## src/hdl/salwc_pkg.sv

```systemverilog
// shared types, constants and control structs for the lru write-back cache model
// used by salwc_ctrl, salwc_dpath and the top level; no dependencies
package salwc_pkg;

  localparam int unsigned DEF_MAX_SET_BITS = 8;
  localparam int unsigned DEF_MAX_WAYS     = 8;
  localparam int unsigned DEF_STAMP_WIDTH  = 32;
  localparam int unsigned BLOCK_BITS_MAX   = 16;
  localparam int unsigned ADDR_W           = 64;
  localparam int unsigned CNT_W            = 32;
  localparam int unsigned EVB_W            = 48;
  localparam int unsigned HELD_W           = 28;

  // register indexes on the configuration port
  localparam logic [1:0] REG_SET_BITS   = 2'd0;
  localparam logic [1:0] REG_BLOCK_BITS = 2'd1;
  localparam logic [1:0] REG_WAYS       = 2'd2;

  localparam logic REQ_LOAD  = 1'b0;
  localparam logic REQ_STORE = 1'b1;

  typedef struct packed {
    logic              req_type;
    logic [ADDR_W-1:0] address;
  } in_t;

  typedef struct packed {
    logic              was_hit;
    logic              did_evict;
    logic              evicted_was_dirty;
    logic [CNT_W-1:0]  hit_total;
    logic [CNT_W-1:0]  miss_total;
    logic [CNT_W-1:0]  evict_total;
    logic [EVB_W-1:0]  dirty_bytes_evicted;
    logic [HELD_W-1:0] dirty_bytes_held;
  } out_t;

  // controller to datapath
  typedef struct packed {
    logic clear_step;
    logic capture;
    logic commit;
  } cmd_t;

  // datapath to controller
  typedef struct packed {
    logic clear_last;
  } sts_t;

endpackage

```

## src/hdl/salwc_ctrl.sv

```systemverilog
// controller: reset clearing sweep, request capture and commit sequencing
// depends on salwc_pkg
module salwc_ctrl import salwc_pkg::*; (
  input  logic clk,
  input  logic rst_n,
  input  logic in_valid,
  output logic in_ready,
  output logic out_valid,
  input  logic out_ready,
  input  sts_t sts,
  output cmd_t cmd
);

  typedef enum logic [1:0] {
    ST_CLEAR,
    ST_IDLE,
    ST_CMP
  } state_t;

  state_t state_r;
  logic   out_valid_r;
  logic   commit_ok;

  assign in_ready  = (state_r == ST_IDLE);
  assign out_valid = out_valid_r;
  assign commit_ok = !out_valid_r || out_ready;

  // commands
  always_comb begin
    cmd.clear_step = (state_r == ST_CLEAR);
    cmd.capture    = (state_r == ST_IDLE) && in_valid;
    cmd.commit     = (state_r == ST_CMP) && commit_ok;
  end

  // state and output valid
  always_ff @(posedge clk) begin
    if (!rst_n) begin
      state_r     <= ST_CLEAR;
      out_valid_r <= 1'b0;
    end else begin
      // a new result wins over the hand-off of the previous one
      if ((state_r == ST_CMP) && commit_ok) out_valid_r <= 1'b1;
      else if (out_valid_r && out_ready) out_valid_r <= 1'b0;
      unique case (state_r)
        ST_CLEAR: begin
          if (sts.clear_last) state_r <= ST_IDLE;
        end
        ST_IDLE: begin
          if (in_valid) state_r <= ST_CMP;
        end
        ST_CMP: begin
          if (commit_ok) state_r <= ST_IDLE;
        end
        default: state_r <= ST_CLEAR;
      endcase
    end
  end

endmodule

```

## config.mk

```make
export PLATFORM = sky130hd
export DESIGN_NAME = salwc_ctrl
export DESIGN_NICKNAME = d
export VERILOG_FILES = /design/src/hdl/salwc_pkg.sv /design/src/hdl/salwc_ctrl.sv
export SDC_FILE = /design/constraint.sdc
export NUM_CORES = 1
export LEC_CHECK = 0
export BUFFER_PORTS_ARGS = -buffer_cell sky130_fd_sc_hd__clkbuf_2
export CAP_MARGIN = 20
export CORE_AREA = 2 2 39 41
export CTS_BUF_LIST = sky130_fd_sc_hd__clkbuf_2
export DETAILED_ROUTE_END_ITERATION = 8
export DIE_AREA = 0 0 41 43
export GPL_TIMING_DRIVEN = 0
export SLEW_MARGIN = 20
export SYNTH_ARGS = -nofsm -noshare
export SYNTH_HDL_FRONTEND = slang
export SYNTH_SLANG_ARGS = --single-unit
```

## constraint.sdc

```tcl
create_clock -name clk -period 2.71 [get_ports clk]
set_clock_uncertainty 0.15 [all_clocks]
set_input_delay 0.271 -clock clk [delete_from_list [all_inputs] [get_ports clk]]
set_output_delay 0.271 -clock clk [all_outputs]
set_load 0.05 [all_outputs]
```

==> reports/qor.txt <==
Setup_tns: 0 ns
R2R depth: 3
Critical Path Fanout Max: 5
Share of layout cells above drive strength 1: 60.7%
Slew @ Worst Pin: 0.278 ns
Worst path cell trace: nor2b_2 -> and2_4 -> clkbuf_2
Clock sink count: 3
Layout area overhead: 59.6%
Cts bufs inserted: 3
Final Max Tran Viols: 0
Hold Path End: state_r[0]
Starting Density: 10.3%
Post-Synthesis Mean Instance Area: 9.51 um2
Gate power share: 25.1%
Clock power share: 41.4%
Ant. Diodes: 0
EDFF count, synth: 0
Port Buf Inserts: 9
Fin. Hold Viols: 0
Crit path DAT: 1.15 ns
Synth warnings: 0
H-tree levels: 1
Largest net degree at the start of global routing: 6
DRC Markers: 0
WHS Path Cells: 2
Global-route usage over all layers: 5.02%
Final WL: 313 um
Synth Instances: 15
CP startpoint: state_r[0]
Sequential area share after synthesis: 42.1%
Vias per cell: 3.32
Initial antenna violation count: 0
Routed Antenna Nets: 0
GR Overflow Total: 0
Met2 usage: 7.19%
Worst setup EP type: primary output
Chip Height: 43 um
Skew-Pair Late Insertion Delay: 0.20 ns
RSZ-0062 raised after global routing: no
Fin util: 16.5%
Largest cells by area after synthesis: dfxtp_1 42%, nor2b_2 12%, o21a_1 11%
Synth top area share: 42.1%
Fill count: 163
Gp weighted congestion: 0.569
Post-layout min period: 1.58 ns
CTS tree: built
Clock Root Buffer: clkbuf_2
Die W: 41 um
Met3 Use GR: 4.71%
Critical path's slowest cell: dfxtp_1
Grt peak-use layer: met4
Most frequent cells after synthesis: 3 x dfxtp_1, 3 x nor2_1, 2 x nor2b_2, 2 x o21a_1
Largest area contributor in the netlist: dfxtp_1
Int Power: 0.0977 mW
Tcrit/Tclk final: 58.1%
Main synth FF type: dfxtp_1
Ports: 10
M1 GR Usage: 1.93%
Die area: 1760 um2
Nets: 34
Worst min path class: primary input to flop
DR pass1 iterations: 1
NetSw: 0.0498 mW
Critical path class: flop to primary output
Critical Path RT: 2.29 ns
Synth Area in XOR/XNOR: 0%
Slowest Stage Delay on Critical Path: 0.37 ns
Flop pwr share: 33.5%
Setup-failing EPs final: 0
FF+latch count, synth: 3
Via count: 146
CP Launch Type: flop
Synthesized Nets: 20
Clk pin slew, worst setup/hold paths: 0.04 ns
P per Cell Area: 647 nW/um2
Wire per inst: 7.11 um
Row cnt: 14
Sw frac: 33.8%
CORE AREA: 1380 um2
Leak: 0.107 nW
Adder-Cell Fraction of Synth Area: 0%
Post-cts hold buffer count: 0
First-pass GRT wire length: 469 um
MaxCap Viol Count: 0
Vias in the first global route: 157
R2R Path End: state_r[1]
Reg-to-Reg Start: state_r[0]
Post-Syn Area: 143 um2
PostCTS Resize Cnt: 0
Worst relative slew slack: 81.6%
Outcome: finished, final reports clean
Initial drt markers: 0
Post-synth cell types: 9
Compound-cell area share of the yosys netlist: 21.1%
Number of setup buffers added after CTS: 0
Max VDD drop: 0.0722 mV
Simple-gate share of the synthesized area: 36.8%
FFs w/ async S/R, synth: 0%
Mux cell area share after synthesis: 0%
CTS Buffer Depth: 2
Hold Crit Start: rst_n
Fmax: 635 MHz
FF-to-FF setup slack: 1.63 ns
Largest family of logic cells by synthesized area: simple AND/OR/NAND/NOR gates
[kinds of logic after synthesis]
kind of cell | count (synthesis)
compound gates | 4
flops | 3
simple gates | 8
[metal layers]
metal	vias to the layer above	part of all wire (%)
met5	-	0
met4	0	0
met3	0	14
met2	4	61
met1	66	25
li1	76	-
[how the worst max path moves through the flow]
stage                     depth (start not counted)      to
after global routing                              3  cmd[1]
after detailed placement                          3  cmd[1]
after global placement                            3  cmd[1]
final                                             3  cmd[1]
after floorplan                                   2  cmd[1]
after CTS                                         3  cmd[1]
[cells in the final DEF, fill, tap and decap left out, drive strengths merged]
master,Yosys,layout
nor2,3,3
o21a,2,2
nand2b,2,2
and2,1,1
clkbuf,0,13
a211oi,1,1
a21boi,1,1
dfxtp,3,3
nor2b,2,2
[power groups by stage]
| stage | combinational (mW) | sequential, mW | clock (mW) |
|---|---|---|---|
| floorplan | 0.0271 | 0.0511 | 0 |
| global placement | 0.0373 | 0.0500 | 0 |
| detailed placement | 0.0375 | 0.0501 | 0 |
| CTS | 0.0376 | 0.0492 | 0.0663 |
| global route | 0.0387 | 0.0497 | 0.0727 |
| finish | 0.0371 | 0.0493 | 0.0610 |
[area by class of cell]
type / count / area [um2] / share of cell area [%]
clock buffers: 4 / 20.0 / 8.79
flip-flops and latches: 3 / 60.1 / 26.4
well taps: 16 / 20.0 / 8.79
multi-input cells: 12 / 82.6 / 36.3
repair buffers: 9 / 45.0 / 19.8
[sequential cells by signal (all words and copies together), names as in the netlist]
name       count
state_r        2
out_valid      1
[stage by stage]
stage                     worst slack [ns]  hold slack (ns)  instance area (um2)  std cells  total power [mW]
after detailed placement              1.34            0.371                  208         40            0.0876
after global routing                  1.05            0.138                  228         44             0.161
final                                 1.13            0.161                  228         44             0.147
after floorplan                       1.10            0.239                  143         15            0.0781
after global placement                1.35            0.372                  208         40            0.0873
after CTS                             1.11            0.147                  228         44             0.153
[critical path, delay by kind of cell, from the launching register on]
kind | cells | cell delay [ns]
buffers and inverters | 1 | 0.26
AND/OR/NAND/NOR | 2 | 0.32
flip-flops | 1 | 0.37
Note: power is estimated with default switching activity, not from simulation.
